<file path="src/mspt_pkg.sv">
package mspt_pkg;

  localparam int unsigned TICK_W  = 10;
  localparam int unsigned TIME_W  = 16;
  localparam int unsigned MARK_W  = 17;
  localparam int unsigned CH_W    = 3;
  localparam int unsigned SLOT_W  = 3;
  localparam int unsigned PORT_W  = 8;
  localparam int unsigned MASK_W  = 8;
  localparam int unsigned CFG_A_W = 1;

  // stream payload widths
  localparam int unsigned S_DATA_W = 56;
  localparam int unsigned S_USER_W = 2;
  localparam int unsigned M_DATA_W = 32;
  localparam int unsigned M_USER_W = 1;

  localparam logic [MARK_W-1:0] MARK_MAX  = '1;
  localparam logic [TIME_W-1:0] COUNT_MAX = '1;
  localparam logic [PORT_W-1:0] PORT_IDLE = 8'h00;

  typedef enum logic [1:0] {
    REQ_TICK  = 2'd0,
    REQ_SETUP = 2'd1,
    REQ_START = 2'd2,
    REQ_STOP  = 2'd3
  } req_e;

  typedef enum logic [CFG_A_W-1:0] {
    CFG_PORT_OPEN = 1'b0,
    CFG_TICK_MS   = 1'b1
  } cfg_idx_e;

  typedef struct packed {
    logic load;   // capture the request
    logic exec;   // perform setup, start or stop
    logic walk;   // visit one slot of a tick
    logic push;   // move the result into the output register
  } ctl_cmd_t;

  typedef struct packed {
    logic is_tick;
    logic walk_last;
  } ctl_sts_t;

endpackage

</file>
<file path="src/mspt_ctrl.sv">
module mspt_ctrl (
  input  logic               clk_i,
  input  logic               rst_ni,
  input  logic               s_axis_tvalid_i,
  output logic               s_axis_tready_o,
  output logic               m_axis_tvalid_o,
  input  logic               m_axis_tready_i,
  output mspt_pkg::ctl_cmd_t cmd_o,
  input  mspt_pkg::ctl_sts_t sts_i
);
  import mspt_pkg::*;

  typedef enum logic [3:0] {
    ST_IDLE = 4'b0001,
    ST_EXEC = 4'b0010,
    ST_WALK = 4'b0100,
    ST_DONE = 4'b1000
  } state_e;

  state_e state_q, state_d;
  logic   out_valid_q, out_valid_d;
  logic   accept;

  assign s_axis_tready_o = (state_q == ST_IDLE);
  assign accept          = s_axis_tvalid_i & s_axis_tready_o;
  assign m_axis_tvalid_o = out_valid_q;

  always_comb begin
    cmd_o       = '0;
    state_d     = state_q;
    out_valid_d = out_valid_q & ~m_axis_tready_i;
    case (state_q)
      ST_IDLE: begin
        if (accept) begin
          cmd_o.load = 1'b1;
          state_d    = sts_i.is_tick ? ST_WALK : ST_EXEC;
        end
      end
      ST_EXEC: begin
        cmd_o.exec = 1'b1;
        state_d    = ST_DONE;
      end
      ST_WALK: begin
        cmd_o.walk = 1'b1;
        if (sts_i.walk_last) begin
          state_d = ST_DONE;
        end
      end
      ST_DONE: begin
        // hold until the output register is free or being drained
        if (!out_valid_q || m_axis_tready_i) begin
          cmd_o.push  = 1'b1;
          out_valid_d = 1'b1;
          state_d     = ST_IDLE;
        end
      end
      default: begin
        state_d = ST_IDLE;
      end
    endcase
  end

  always_ff @(posedge clk_i or negedge rst_ni) begin
    if (!rst_ni) begin
      state_q     <= ST_IDLE;
      out_valid_q <= 1'b0;
    end else begin
      state_q     <= state_d;
      out_valid_q <= out_valid_d;
    end
  end

endmodule

</file>
<file path="src/mspt_dp.sv">
module mspt_dp #(
  parameter int unsigned SLOTS = 8
) (
  input  logic                            clk_i,
  input  logic                            rst_ni,
  input  logic                            cfg_we_i,
  input  logic [mspt_pkg::CFG_A_W-1:0]    cfg_addr_i,
  input  logic [mspt_pkg::TICK_W-1:0]     cfg_wdata_i,
  input  logic [mspt_pkg::S_DATA_W-1:0]   s_axis_tdata_i,
  input  logic [mspt_pkg::S_USER_W-1:0]   s_axis_tuser_i,
  output logic [mspt_pkg::M_DATA_W-1:0]   m_axis_tdata_o,
  output logic [mspt_pkg::M_USER_W-1:0]   m_axis_tuser_o,
  input  mspt_pkg::ctl_cmd_t              cmd_i,
  output mspt_pkg::ctl_sts_t              sts_o
);
  import mspt_pkg::*;

  localparam int unsigned IDX_W = (SLOTS > 1) ? $clog2(SLOTS) : 1;

  // configuration
  logic              open_q;
  logic [TICK_W-1:0] tick_q;

  // captured request
  req_e              req_q;
  logic [SLOT_W-1:0] slot_q;
  logic [CH_W-1:0]   chan_q;
  logic              al_q;
  logic              keep_q;
  logic [TIME_W-1:0] width_q;
  logic [TIME_W-1:0] period_q;
  logic [TIME_W-1:0] count_q;

  // slot table: flags and timing state
  logic [PORT_W-1:0] port_q, port_d;
  logic [SLOTS-1:0]  used_q, used_d;
  logic [SLOTS-1:0]  run_q, run_d;
  logic [SLOTS-1:0]  pon_q, pon_d;
  logic [MARK_W-1:0] mark_q [SLOTS];
  logic [TIME_W-1:0] done_q [SLOTS];

  // slot table: settings, written by setup only
  logic [CH_W-1:0]   chan_mem   [SLOTS];
  logic              al_mem     [SLOTS];
  logic              keep_mem   [SLOTS];
  logic [TIME_W-1:0] width_mem  [SLOTS];
  logic [TIME_W-1:0] period_mem [SLOTS];
  logic [TIME_W-1:0] total_mem  [SLOTS];

  logic [IDX_W-1:0]  idx_q;
  logic              res_acc_q;
  logic [IDX_W-1:0]  res_given_q;
  logic [M_DATA_W-1:0] tdata_q;
  logic [M_USER_W-1:0] tuser_q;

  // free slot search
  logic              free_any;
  logic [IDX_W-1:0]  free_idx;

  // request decode
  logic              slot_ok;
  logic [IDX_W-1:0]  req_idx;
  logic              setup_ok, start_ok, stop_ok;

  // walk of one slot
  logic              w_act, w_was, w_next;
  logic [MARK_W-1:0] w_mark, w_base, w_new_mark;
  logic [MARK_W:0]   w_sum;
  logic [TIME_W-1:0] w_done;
  logic              w_start, w_end, w_finish;

  assign sts_o.is_tick   = (req_e'(s_axis_tuser_i) == REQ_TICK);
  assign sts_o.walk_last = (idx_q == IDX_W'(SLOTS - 1));

  always_comb begin
    free_idx = '0;
    for (int s = SLOTS - 1; s >= 0; s--) begin
      if (!used_q[s]) begin
        free_idx = IDX_W'(s);
      end
    end
  end
  assign free_any = ~&used_q;

  assign slot_ok  = (32'(slot_q) < SLOTS);
  assign req_idx  = slot_q[IDX_W-1:0];
  assign setup_ok = (req_q == REQ_SETUP) && open_q && free_any;
  assign start_ok = (req_q == REQ_START) && slot_ok && used_q[req_idx] && !run_q[req_idx];
  assign stop_ok  = (req_q == REQ_STOP) && slot_ok && used_q[req_idx];

  always_comb begin
    w_act  = used_q[idx_q] & run_q[idx_q];
    w_was  = pon_q[idx_q];
    w_mark = mark_q[idx_q];
    w_done = done_q[idx_q];
    if (w_was) begin
      w_next = !(w_mark >= MARK_W'(width_mem[idx_q]));
      w_base = w_mark;
    end else begin
      w_next = (w_mark == '0) || (w_mark >= MARK_W'(period_mem[idx_q]));
      // restart the period when a new pulse begins
      w_base = w_next ? '0 : w_mark;
    end
    w_sum      = {1'b0, w_base} + (MARK_W + 1)'(tick_q);
    w_new_mark = w_sum[MARK_W] ? MARK_MAX : w_sum[MARK_W-1:0];
    w_start    = w_act & w_next & ~w_was;
    w_end      = w_act & ~w_next & w_was;
    w_finish   = w_end && (w_done == total_mem[idx_q]);
  end

  // next flags and port bits
  always_comb begin
    port_d = port_q;
    used_d = used_q;
    run_d  = run_q;
    pon_d  = pon_q;
    if (cmd_i.exec) begin
      if (setup_ok) begin
        used_d[free_idx] = 1'b1;
        run_d[free_idx]  = 1'b0;
        pon_d[free_idx]  = 1'b0;
        port_d[chan_q]   = al_q;
      end
      if (start_ok) begin
        run_d[req_idx] = 1'b1;
      end
      if (stop_ok) begin
        used_d[req_idx] = 1'b0;
        run_d[req_idx]  = 1'b0;
      end
    end
    if (cmd_i.walk && (w_start || w_end)) begin
      pon_d[idx_q] = w_start;
      if (open_q) begin
        port_d[chan_mem[idx_q]] = w_start ^ al_mem[idx_q];
      end
      if (w_finish) begin
        run_d[idx_q] = 1'b0;
        if (!keep_mem[idx_q]) begin
          used_d[idx_q] = 1'b0;
        end
      end
    end
    if (cfg_we_i && (cfg_idx_e'(cfg_addr_i) == CFG_PORT_OPEN)) begin
      if (cfg_wdata_i[0] && !open_q) begin
        port_d = PORT_IDLE;
      end else if (!cfg_wdata_i[0] && open_q) begin
        used_d = '0;
        run_d  = '0;
      end
    end
  end

  always_ff @(posedge clk_i or negedge rst_ni) begin
    if (!rst_ni) begin
      open_q  <= 1'b0;
      tick_q  <= TICK_W'(1);
      port_q  <= '0;
      used_q  <= '0;
      run_q   <= '0;
      pon_q   <= '0;
      idx_q   <= '0;
      for (int s = 0; s < SLOTS; s++) begin
        mark_q[s] <= '0;
        done_q[s] <= '0;
      end
    end else begin
      port_q <= port_d;
      used_q <= used_d;
      run_q  <= run_d;
      pon_q  <= pon_d;
      if (cfg_we_i) begin
        case (cfg_idx_e'(cfg_addr_i))
          CFG_PORT_OPEN: open_q <= cfg_wdata_i[0];
          CFG_TICK_MS:   tick_q <= cfg_wdata_i;
          default:       ;
        endcase
      end
      if (cmd_i.load) begin
        idx_q <= '0;
      end else if (cmd_i.walk) begin
        idx_q <= idx_q + IDX_W'(1);
      end
      if (cmd_i.exec && setup_ok) begin
        mark_q[free_idx] <= '0;
        done_q[free_idx] <= '0;
      end
      if (cmd_i.exec && start_ok) begin
        mark_q[req_idx] <= '0;
        done_q[req_idx] <= '0;
      end
      if (cmd_i.walk && w_act) begin
        mark_q[idx_q] <= w_new_mark;
        if (w_start && (w_done != COUNT_MAX)) begin
          done_q[idx_q] <= w_done + TIME_W'(1);
        end
      end
    end
  end

  // request capture, settings and result registers
  always_ff @(posedge clk_i) begin
    if (cmd_i.load) begin
      req_q       <= req_e'(s_axis_tuser_i);
      slot_q      <= s_axis_tdata_i[2:0];
      chan_q      <= s_axis_tdata_i[5:3];
      al_q        <= s_axis_tdata_i[6];
      keep_q      <= s_axis_tdata_i[7];
      width_q     <= s_axis_tdata_i[23:8];
      period_q    <= s_axis_tdata_i[39:24];
      count_q     <= s_axis_tdata_i[55:40];
      res_acc_q   <= (req_e'(s_axis_tuser_i) == REQ_TICK);
      res_given_q <= '0;
    end
    if (cmd_i.exec) begin
      res_acc_q <= setup_ok | start_ok | stop_ok;
      if (setup_ok) begin
        res_given_q          <= free_idx;
        chan_mem[free_idx]   <= chan_q;
        al_mem[free_idx]     <= al_q;
        keep_mem[free_idx]   <= keep_q;
        width_mem[free_idx]  <= width_q;
        period_mem[free_idx] <= period_q;
        total_mem[free_idx]  <= (count_q == '0) ? TIME_W'(1) : count_q;
      end
    end
    if (cmd_i.push) begin
      tdata_q <= {5'b0, MASK_W'(run_q), MASK_W'(used_q), port_q, SLOT_W'(res_given_q)};
      tuser_q <= res_acc_q;
    end
  end

  assign m_axis_tdata_o = tdata_q;
  assign m_axis_tuser_o = tuser_q;

endmodule

</file>
<file path="src/multi_slot_pulse_train_generator_unit.sv">
// Channel     Direction  Handshake                        Payload
// s_axis      in         s_axis_tvalid_i/s_axis_tready_o  request
// m_axis      out        m_axis_tvalid_o/m_axis_tready_i  result
// cfg         in         cfg_we_i (no back-pressure)      register write
//
// A tick visits one slot per cycle through the shared slot update logic.
// Setup, start and stop go through the execute state instead of the slot walk.
// Reset clears all slot flags, marks and counts at once; no clearing pass.
// One result waits in the output register while the next request is taken;
// that request's result then holds in the controller until the output drains.
module multi_slot_pulse_train_generator_unit #(
  parameter int unsigned SLOTS = 8
) (
  input  logic                          clk_i,
  input  logic                          rst_ni,
  input  logic                          cfg_we_i,
  input  logic [mspt_pkg::CFG_A_W-1:0]  cfg_addr_i,
  input  logic [mspt_pkg::TICK_W-1:0]   cfg_wdata_i,
  input  logic                          s_axis_tvalid_i,
  output logic                          s_axis_tready_o,
  // slot, channel, active_low, keep_after_done, width_ms, period_ms, pulse_count
  input  logic [mspt_pkg::S_DATA_W-1:0] s_axis_tdata_i,
  // req_type
  input  logic [mspt_pkg::S_USER_W-1:0] s_axis_tuser_i,
  output logic                          m_axis_tvalid_o,
  input  logic                          m_axis_tready_i,
  // slot_given, port_value, used_mask, running_mask, zero fill
  output logic [mspt_pkg::M_DATA_W-1:0] m_axis_tdata_o,
  // accepted
  output logic [mspt_pkg::M_USER_W-1:0] m_axis_tuser_o
);
  import mspt_pkg::*;

  ctl_cmd_t cmd;
  ctl_sts_t sts;

  mspt_ctrl u_ctrl (
    .clk_i           (clk_i),
    .rst_ni          (rst_ni),
    .s_axis_tvalid_i (s_axis_tvalid_i),
    .s_axis_tready_o (s_axis_tready_o),
    .m_axis_tvalid_o (m_axis_tvalid_o),
    .m_axis_tready_i (m_axis_tready_i),
    .cmd_o           (cmd),
    .sts_i           (sts)
  );

  mspt_dp #(
    .SLOTS (SLOTS)
  ) u_dp (
    .clk_i          (clk_i),
    .rst_ni         (rst_ni),
    .cfg_we_i       (cfg_we_i),
    .cfg_addr_i     (cfg_addr_i),
    .cfg_wdata_i    (cfg_wdata_i),
    .s_axis_tdata_i (s_axis_tdata_i),
    .s_axis_tuser_i (s_axis_tuser_i),
    .m_axis_tdata_o (m_axis_tdata_o),
    .m_axis_tuser_o (m_axis_tuser_o),
    .cmd_i          (cmd),
    .sts_o          (sts)
  );

endmodule
</file>
<file path="config.mk">
export PLATFORM = sky130hd
export DESIGN_NAME = multi_slot_pulse_train_generator_unit
export DESIGN_NICKNAME = d
export VERILOG_FILES = /design/src/mspt_pkg.sv /design/src/mspt_ctrl.sv /design/src/mspt_dp.sv /design/src/multi_slot_pulse_train_generator_unit.sv
export SDC_FILE = /design/constraint.sdc
export NUM_CORES = 1
export LEC_CHECK = 0
export ABC_AREA = 1
export BUFFER_PORTS_ARGS = -buffer_cell sky130_fd_sc_hd__buf_4
export CORE_ASPECT_RATIO = 1.4
export CORE_MARGIN = 2
export CORE_UTILIZATION = 40
export CTS_CLUSTER_DIAMETER = 100
export DETAILED_ROUTE_END_ITERATION = 6
export HOLD_SLACK_MARGIN = 0.05
export PLACE_DENSITY = 0.65
export SYNTH_ARGS = -nofsm -noshare
export SYNTH_HDL_FRONTEND = slang
export SYNTH_SLANG_ARGS = --single-unit
</file>
<file path="constraint.sdc">
create_clock -name clk_i -period 8.9 [get_ports clk_i]
set_clock_uncertainty 0.1 [all_clocks]
set_input_delay 0.445 -clock clk_i [delete_from_list [all_inputs] [get_ports clk_i]]
set_output_delay 0.445 -clock clk_i [all_outputs]
set_load 0.01 [all_outputs]
</file>
Yosys cells after proc, flatten, opt, wreduce, memory -nomap -nowiden
Memories as Yosys holds them, arrays and structs flattened.
Index checks and enable logic that the tools add are counted.
- input port bits: 74
- logic and storage cells: 269
- output and inout port bits: 35
- register bits after elaboration: 405
- RAM bits: 424
- memories kept: 6
- memory bits (read-only): 0
- bits in latches: 0
- memory list (name ; depth ; bits a word ; read ports ; clocked after Yosys merged registers in ; wr ports ; line ; text):
    u_dp.period_mem ; 8 ; 16 ; 1 ; 0 ; 1 ; mspt_dp.sv:47 ; logic [TIME_W-1:0] period_mem [SLOTS];
    u_dp.total_mem ; 8 ; 16 ; 1 ; 0 ; 1 ; mspt_dp.sv:48 ; logic [TIME_W-1:0] total_mem [SLOTS];
    u_dp.width_mem ; 8 ; 16 ; 1 ; 0 ; 1 ; mspt_dp.sv:46 ; logic [TIME_W-1:0] width_mem [SLOTS];
    u_dp.chan_mem ; 8 ; 3 ; 1 ; 0 ; 1 ; mspt_dp.sv:43 ; logic [CH_W-1:0] chan_mem [SLOTS];
    u_dp.al_mem ; 8 ; 1 ; 1 ; 0 ; 1 ; mspt_dp.sv:44 ; logic al_mem [SLOTS];
    u_dp.keep_mem ; 8 ; 1 ; 1 ; 0 ; 1 ; mspt_dp.sv:45 ; logic keep_mem [SLOTS];
- reductions and logical operators: 40
- shifts and indexed selects: 0
- multiplexer cells: 116
- eq/ne operators: 13
- bitwise logic cells: 36
- order comparisons: 18
- add/subtract/negate cells: 3
- $mul: 0
- div/mod/pow operators: 0
- operators by type and width (cell ; count):
    $mux W128 ; 4
    $mux W136 ; 3
    $and A136 B136 Y136 ; 2
    $not A136 Y136 ; 2
    $and A128 B128 Y128 ; 2
    $not A128 Y128 ; 2
    $mux W8 ; 30
    $demux W17 S3 ; 3
    $demux W16 S3 ; 3
    $bwmux W136 ; 1
    $mux W17 ; 8
    $bwmux W128 ; 1
    $mux W16 ; 6
    $bmux W17 S3 ; 1
    $and A8 B8 Y8 ; 6
    $bmux W16 S3 ; 1
    $mux W3 ; 14
    $ge A17 B16 Y1 ; 2
    $bwmux W8 ; 3
    $mux W1 ; 24
    $not A8 Y8 ; 3
    $logic_and A1 B1 Y1 ; 22
    $lt A3 B4 Y1 const B ; 5
    $add A17 B10 Y18 ; 1
    other kinds (35) ; 77

Logic depth before layout (Yosys ltp)
Gate-level depths: netlist of the first run.
- word-level depth: 28
- gate-level depth with buffers: 44
- mapped depth without buffers: 38

Hierarchy
Synthesis of the first run repeated with hierarchy kept, for this count alone.
- cell total of the unflattened synthesis: 3769
- area, all modules: 37109.3 um^2
- by module, submodules not included (module ; seq. area each (um^2) ; times used ; area an instance (um^2) ; cells each):
    mspt_dp ; 23163.5 ; 1 ; 36826.6 ; 3730
    mspt_ctrl ; 126.4 ; 1 ; 282.8 ; 39

Worst setup path before layout of the first run
OpenSTA, ideal clock, no wires.
- path type: register to register
- start point: register u_dp.open_q
- end point: register u_dp.done_q[27] (netlist bit)
- setup time: 0.122 ns
- cell stages (with the launch flop): 13
- path slack: 2.832 ns
- path buffers: 1
- arrival: 5.846 ns
- required time: 8.678 ns
- clock period less this slack: 6.068 ns
- cells stage by stage: dfrtp_1 > inv_1 > nor3_1 > inv_1 > a31oi_1 > nand2_1 > nor3_1 > inv_1 > nand2_1 > inv_1 > clkbuf_1 > a21oi_1 > nor2_1
- word-level cells in the longest chain between the ends: 9
- ends and longest elaborated chain (item ; line ; text):
    start, declared ; mspt_dp.sv:21 ; logic open_q;
    start signal, assigned ; mspt_dp.sv:174 ; CFG_PORT_OPEN: open_q <= cfg_wdata_i[0];
    $logic_and A1 B1 Y1 * (2 in a row) ; mspt_dp.sv:87 ; assign setup_ok = (req_q == REQ_SETUP) && open_q && free_any;
    $logic_and A1 B1 Y1 * ; mspt_dp.sv:184 ; if (cmd_i.exec && setup_ok) begin
    $mux W128 * ; mspt_dp.sv:184 ;
    $and A128 B128 Y128 (no line) ; n/a ;
    $mux W128 * ; mspt_dp.sv:188 ; if (cmd_i.exec && start_ok) begin
    $bwmux W128 ; mspt_dp.sv:195 ; done_q[idx_q] <= w_done + TIME_W'(1);
    $mux W128 ; mspt_dp.sv:194 ; if (w_start && (w_done != COUNT_MAX)) begin
    $mux W128 * ; mspt_dp.sv:192 ; if (cmd_i.walk && w_act) begin
    end signal, assigned by index ; mspt_dp.sv:195 ;
    end, declared ; mspt_dp.sv:40 ; logic [TIME_W-1:0] done_q [SLOTS];
Every way passes the cells marked *; elsewhere a longest branch is shown, timed or not.
A chain may end at the register's enable or synchronous reset.

Worst setup path in the final report of the first run
- start point: register u_dp.idx_q[0]
- end point: register u_dp.mark_q[50] (netlist bit)
- word-level cells in the longest chain between the ends: 12
- elaborated cells on any way between the ends: 27
- those cells by class: 1 x add/sub; 3 x order compare; 16 x mux; 2 x bitwise; 4 x reduce/logical; 1 x memory
- ends and longest elaborated chain (item ; line ; text):
    start, declared ; mspt_dp.sv:50 ; logic [IDX_W-1:0] idx_q;
    start signal, assigned ; mspt_dp.sv:182 ; idx_q <= idx_q + IDX_W'(1);
    $not A3 Y4 (not written as such) ; mspt_dp.sv:94, mspt_dp.sv:193 ;
    $bmux W17 S3 ; mspt_dp.sv:94 ; w_mark = mark_q[idx_q];
    $mux W17 (not written as such) (2 in a row) ; mspt_dp.sv:94 ;
    $ge A17 B16 Y1 or $logic_not A17 Y1 (tied branches) ; mspt_dp.sv:100 ; w_next = (w_mark == '0) || (w_mark >= MARK_W'(period_mem[idx_q]));
    $logic_or A1 B1 Y1 ; mspt_dp.sv:100 ;
    $mux W17 ; mspt_dp.sv:102 ; w_base = w_next ? '0 : w_mark;
    $mux W17 ; mspt_dp.sv:96 ; if (w_was) begin
    $add A17 B10 Y18 ; mspt_dp.sv:104 ; w_sum = {1'b0, w_base} + (MARK_W + 1)'(tick_q);
    $mux W17 ; mspt_dp.sv:105 ; w_new_mark = w_sum[MARK_W] ? MARK_MAX : w_sum[MARK_W-1:0];
    $bwmux W136 ; mspt_dp.sv:193 ; mark_q[idx_q] <= w_new_mark;
    $mux W136 * ; mspt_dp.sv:192 ;
    end signal, assigned by index ; mspt_dp.sv:193 ;
    end, declared ; mspt_dp.sv:39 ; logic [MARK_W-1:0] mark_q [SLOTS];
Every way passes the cells marked *; elsewhere a longest branch is shown, timed or not. The select of a mux whose other input is x is not followed.

==> results of run 1 <==
-- synth_stat cells (all sizes together) --
library cell / instances
buf: 99
a31o: 2
nand3: 101
or2: 1
o22ai: 20
nor4: 5
o2111ai: 4
and3: 1
dfrtp: 313
xor2: 17
dfstp: 2
a31oi: 3
clkinv: 6
conb: 1
a221oi: 40
nor2: 214
a32o: 1
o2bb2ai: 6
a22oi: 53
mux2: 12
a211oi: 5
nor3b: 2
nor3: 70
mux2i: 1
o211ai: 1
edfxtp: 511
o21bai: 5
nand3b: 7
clkbuf: 67
a41o: 1
and2: 1
xnor2: 17
a21oi: 123
inv: 246
a21o: 2
ha: 45
dfxtp: 3
fa: 1
nand2: 1327
o21ai: 185
nand4: 59
a22o: 28
-- through the flow --
stage | power (mW) | setup slack, ns | area, um2 | utilization
floorplan | 5.491 | 2.832 | 36240 | -
global placement | 6.071 | 1.613 | 38190 | 0.4253
detailed placement | 6.087 | 1.446 | 38190 | 0.4253
CTS | 9.461 | 1.403 | 41440 | 0.4615
global route | 9.763 | 0.7218 | 41440 | 0.4615
finish | 9.406 | 1.343 | 41440 | 0.4615
-- registers in the layout, indices dropped and copies added (netlist names), 24 cells and up --
register             flops
u_dp.chan_mem           24
u_dp.mark_q            136
u_dp.m_axis_tdata_o     27
u_dp.period_mem        128
u_dp.total_mem         128
u_dp.width_mem         128
u_dp.done_q            128
-- path summary, 6_finish.rpt --
kind | startpoint | slack, ns | endpoint | depth (start not counted)
min in group asynchronous | rst_ni | 0.35 | u_dp.done_q[93]$_DFF_PN0_ | 2
worst max register to register | u_dp.idx_q[0]$_DFFE_PN0P_ | 1.34 | u_dp.mark_q[50]$_DFF_PN0_ | 35
worst min register to register | u_dp.run_q[4]$_DFF_PN0_ | 0.35 | u_dp.m_axis_tdata_o[23]$_DFFE_PP_ | 0
worst max-delay path | u_dp.idx_q[0]$_DFFE_PN0P_ | 1.34 | u_dp.mark_q[50]$_DFF_PN0_ | 35
max in group asynchronous | rst_ni | 6.72 | u_dp.mark_q[75]$_DFF_PN0_ | 3
worst min-delay path | cfg_addr_i | 0.25 | u_dp.open_q$_DFFE_PN0P_ | 3
-- metal layers --
layer | global-route usage | part of all wire | vias up | routed length [um]
li1 | - | - | 12380 | -
met1 | 0.2785 | 0.40 | 13030 | 41100
met2 | 0.3731 | 0.49 | 1043 | 50120
met3 | 0.02873 | 0.065 | 228 | 6657
met4 | 0.09555 | 0.040 | 2 | 4073
met5 | 0 | 0.00013 | - | 13
-- final cells by class --
class	count	area (um2)
Clock buffer	111	2173
Clock inverter	30	367.9
Fill cell	8347	48350
Inverter	252	945.9
Multi-Input combinational cell	2365	11320
Sequential cell	829	23290
Tap cell	1188	1486
Timing Repair Buffer	222	1852
-- cell families (layout without fill, tap and decap cells) --
kind of cell | count (synthesis) | count (layout)
simple gates | 1788 | 1788
flops | 829 | 829
compound gates | 479 | 479
buf+inv | 418 | 615
fa+ha+maj | 46 | 46
xor+xnor | 34 | 34
mux | 13 | 13
other cells | 1 | 5
-- what timing repair did --
item                      4_1_cts  5_1_grt
buffers inserted                0        0
hold endpoints to repair      174        0
hold buffers                   71        0
-- worst max-delay path, delay by kind of cell, from the launching register on --
family / cells / cell delay, ns
compound gates: 7 / 1.43
fa+ha+maj: 2 / 0.44
buf+inv: 5 / 1.24
flops: 1 / 0.81
simple gates: 21 / 3.44
-- report_power, final --
group	switching (mW)	internal, mW
registers	0.230	4.36
clock network	1.45	1.92
logic	1.04	0.415
==> results.ini, run 1 <==
[run_status]
status=complete, no violations

[worst_setup_path]
endpoint_kind=flip-flop
slowest_stage=dfrtp_4
max_stage_delay_ns=0.81
path_common_cell=nand2_1
required_ns=9.37
arrival_ns=8.02
critPathKind=flip-flop to flip-flop
startpoint_type=flip-flop
critPathMaxFanout=49

[die]
core_um2=89790
fp.dieH_um=360.1
num_rows=130
initial_core_util=0.4035
fp.dieArea_um2=93030
dieWidth_um=258.3
num_io_pins=109

[sta]
slew_violations=0
hold_violations=0
max_slew_margin=0.1793
period_share=0.8491
setup_violations=0
finalSetupTns_ns=0
tightest_slew_ns=1.230
rsz0062_at_grt=no
min_period_ns=7.557
fmax_mhz=132.3
holdWs_ns=0.2528

[global_routing]
grt_antenna_before_repair=2
grt-ovfl-total=0
grt_pass1_vias=26200
grt_pass1_wl_mm=156.5
grt_use_total=0.2189
grt_max_degree=107

[logic_synthesis]
ys_types=55
synthMuxAreaShare=0.004006
ys_seq_elements=829
synth_top_family_by_area=simple AND/OR/NAND/NOR gates
synth_area_um2=36230
ys_seq_area_frac=0.6429
synth_top_cell_by_area=edfxtp_1
synth_compound_area_frac=0.08020
synth.avg_cell_area_um2=10.04
synth_top_area_frac=0.4236
synth_cells=3608
synth_xor_area_frac=0.008427
synth_adder_area_share=0.01609
synth_area_leaders=edfxtp_1 42%, dfrtp_1 22%, nand2_1 14%
yosys_warnings=0
synthSimpleGateAreaFrac=0.2009

[finish]
mostFrequentLayoutCell=nand2_1
finalNetCount=3866
fin_cells=4997
n_antenna_cell=0
layout_common_cells=1314 x nand2_1, 511 x edfxtp_1, 311 x dfrtp_1, 228 x inv_1, 188 x nor2_1
area.growth.synth_to_final_pct=14.39
drive_above_1_share=0.09136

[place]
dpl.cell_count=4785
routabilityCongestion=0.9054
io_buffers=103
dpl.hpwl_mm=61.88

[cts]
cts_made_buffers=76
clkLatencyLatePin_ns=0.64
cts_tree=yes
htreeDepth=3
cts_buffer_depth=3
ctsResizeCount=0
cts_root_buf=clkbuf_16
cts_sinks=829
path_clk_slew_ns=0.06

[route]
avgViaCountPerCell=5.340
wl_per_cell_um=20.41
drt_iter0_drc=2556
firstDrtPassIters=5
ant_nets=0
drc=0
totalWireLength_mm=102.0
vias=26680

[power]
cellLeakagePower_nw=17.26
p_per_area_nw_per_um2=227.0
ir_drop_mv=0.2475

[run]
maxCapViolCount=0

[worst_hold_path]
hp-class=primary input to flip-flop

Note: power is estimated with default switching activity, not from simulation.
==> run 2, diff against run 1 <==
--- a/config.mk
+++ b/config.mk
@@ -13,7 +13,7 @@
 export CTS_CLUSTER_DIAMETER = 100
 export DETAILED_ROUTE_END_ITERATION = 6
 export HOLD_SLACK_MARGIN = 0.05
-export PLACE_DENSITY = 0.65
+export PLACE_DENSITY = 0.67
 export SYNTH_ARGS = -nofsm -noshare
 export SYNTH_HDL_FRONTEND = slang
 export SYNTH_SLANG_ARGS = --single-unit
==> constraint.sdc (replaced) <==
create_clock -name clk_i -period 6.06 [get_ports clk_i]
set_clock_uncertainty 0.1 [all_clocks]
set_input_delay 0.303 -clock clk_i [delete_from_list [all_inputs] [get_ports clk_i]]
set_output_delay 0.303 -clock clk_i [all_outputs]
set_load 0.01 [all_outputs]
==> run 2 against run 1 <==
  * The flow now finishes with violations (DRC)
  * Largest cell class unchanged
  * Global-route usage rose by 0.30 points
  * Maximum frequency grew 37%
  * Sequential cell count is the same
  * Hold slack worse by 0.13 ns
  * Final cell count up 0.80%
  * Routed wire length increased by 0.96%
  * Via count up 1.6%
  * Total power grew 47%
  * Critical path depth increased by 1
  * First-iteration DRC count rose by 4.1%
  * Critical endpoint is now u_dp.mark_q[16]$_DFF_PN0_
  * Register-to-register slack got worse by 0.79 ns
  * Critical path type unchanged
  * Clock power rose by 42%
  * Highest routed layer unchanged
==> results.ini, run 2 (synthesis results as in run 1) <==
[die]
fp.dieH_um=360.1
num_rows=130
num_io_pins=109
dieWidth_um=258.3
fp.dieArea_um2=93030
initial_core_util=0.4035
core_um2=89790

[global_routing]
grt_use_total=0.2219
grt_antenna_before_repair=3
grt-ovfl-total=0
grt_max_degree=166
grt_pass1_wl_mm=158.6
grt_pass1_vias=26640

[place]
io_buffers=103
dpl.hpwl_mm=63.63
routabilityCongestion=0.9069

[finish]
largest_reg_flops=136
fillers=8200
layout_common_cells=1313 x nand2_1, 511 x edfxtp_1, 310 x dfrtp_1, 228 x inv_1
n_antenna_cell=0
finalNetCount=3910
final_util=0.4655
drive_above_1_share=0.1047
mostFrequentLayoutCell=nand2_1
top_register=u_dp.mark_q
area.growth.synth_to_final_pct=15.36

[worst_setup_path]
max_stage_delay_ns=0.54
endpoint_kind=flip-flop
slowest_stage=dfrtp_4
critPathMaxFanout=16
arrival_ns=5.93
path_common_cell=nand2_1
required_ns=6.48
critPathKind=flip-flop to flip-flop
startpoint_type=flip-flop

[route]
avgViaCountPerCell=5.382
wl_per_cell_um=20.44
totalWireLength_mm=102.9
vias=27110
firstDrtPassIters=7
drt_iter0_drc=2660
drc=2
ant_nets=0

[sta]
setup_violations=0
tightest_slew_ns=1.164
finalSetupTns_ns=0
min_period_ns=5.508
max_slew_margin=0.2229
period_share=0.9088
fmax_mhz=181.6
hold_violations=0
slew_violations=0
rsz0062_at_grt=no

[power]
combPwrFrac=0.170
cellLeakagePower_nw=17.48
p_per_area_nw_per_um2=330.4
p_seq_frac=0.483
netSwitchingPower_mw=4.083
clkPwrFrac=0.347
ir_drop_mv=0.3211
p_sw_frac=0.2957
intPower_mw=9.727

[cts]
cts_root_buf=clkbuf_16
htreeDepth=3
path_clk_slew_ns=0.07
cts_buffer_depth=3
clkLatencyLatePin_ns=0.64
cts_made_buffers=75
cts_tree=yes
cts_sinks=829

[run_status]
violations=DRC
status=finished with violations

[worst_hold_path]
hp-class=primary input to flip-flop

[run]
maxCapViolCount=0

## run 2: changes by cell type in the layout (fill, tap and decap cells not counted), sizes merged
cell,previous run,this run
clkbuf,111,89
inv,250,251
buf,151,196
clkinvlp,3,11
clkinv,22,30
## run 2: timing repair
| item | 4_1_cts | 5_1_grt |
|---|---|---|
| buffers inserted | 0 | 1 |
| hold buffers | 71 | 0 |
| gates resized for setup | 0 | 18 |
| endpoints found under the hold margin | 164 | 0 |
| endpoints found under the setup margin | 0 | 136 |
## run 2: path summary, 6_finish.rpt
kind	from	to	slack (ns)	depth (start not counted)
max	u_dp.idx_q[0]$_DFFE_PN0P_	u_dp.mark_q[16]$_DFF_PN0_	0.55	36
min	cfg_addr_i	u_dp.open_q$_DFFE_PN0P_	0.13	3
max reg2reg	u_dp.idx_q[0]$_DFFE_PN0P_	u_dp.mark_q[16]$_DFF_PN0_	0.55	36
min reg2reg	u_dp.res_given_q[1]$_DFF_P_	u_dp.m_axis_tdata_o[1]$_DFFE_PP_	0.36	0
max in group asynchronous	rst_ni	u_dp.tick_q[2]$_DFFE_PN0P_	4.25	3
min in group asynchronous	rst_ni	u_dp.done_q[87]$_DFF_PN0_	0.21	2
## run 2: power by group through the flow
stage | logic, mW | clock network [mW] | registers (mW)
floorplan | 1.42 | 0 | 6.64
CTS | 2.33 | 4.84 | 6.67
global route | 2.56 | 5.06 | 6.69
global placement | 2.25 | 0 | 6.77
finish | 2.35 | 4.79 | 6.67
detailed placement | 2.28 | 0 | 6.78
## run 2: worst max-delay path, delay by kind of cell (launching register included)
kind	cells	cell delay (ns)
buf+inv	6	1.12
compound gates	6	0.79
simple gates	21	2.12
fa+ha+maj	3	0.73
flops	1	0.54
## run 2: metal layers
metal / up-vias / GRT usage / share of wire
met4: 2 / 0.09951 / 0.046
met1: 13120 / 0.2783 / 0.39
met3: 285 / 0.03295 / 0.073
met2: 1209 / 0.3789 / 0.49
li1: 12490 / - / -
met5: - / 0 / 0.00012
## run 2: area by class of cell
| class | count | area [um2] | area share |
|---|---|---|---|
| repair buffers | 267 | 2256 | 0.05398 |
| multi-input cells | 2365 | 11360 | 0.2719 |
| clock buffers | 89 | 1971 | 0.04715 |
| inverters | 252 | 957.2 | 0.02290 |
| well taps | 1188 | 1486 | 0.03557 |
| clock inverters | 47 | 462.9 | 0.01108 |
| flip-flops and latches | 829 | 23300 | 0.5574 |
## run 2: stage by stage
step	instances	instance area, um2	worst slack (ns)	hold WS [ns]	power, mW
2_1_floorplan	3612	36250	0.1046	-0.09259	8.065
5_1_grt	5037	41790	0.01103	0.1560	14.31
3_5_place_dp	4829	38580	0.2397	0.2648	9.064
4_1_cts	5036	41720	0.1946	0.1054	13.84
3_3_place_gp	4829	38580	0.3120	0.2813	9.026
6_report	5037	41790	0.5525	0.1260	13.81
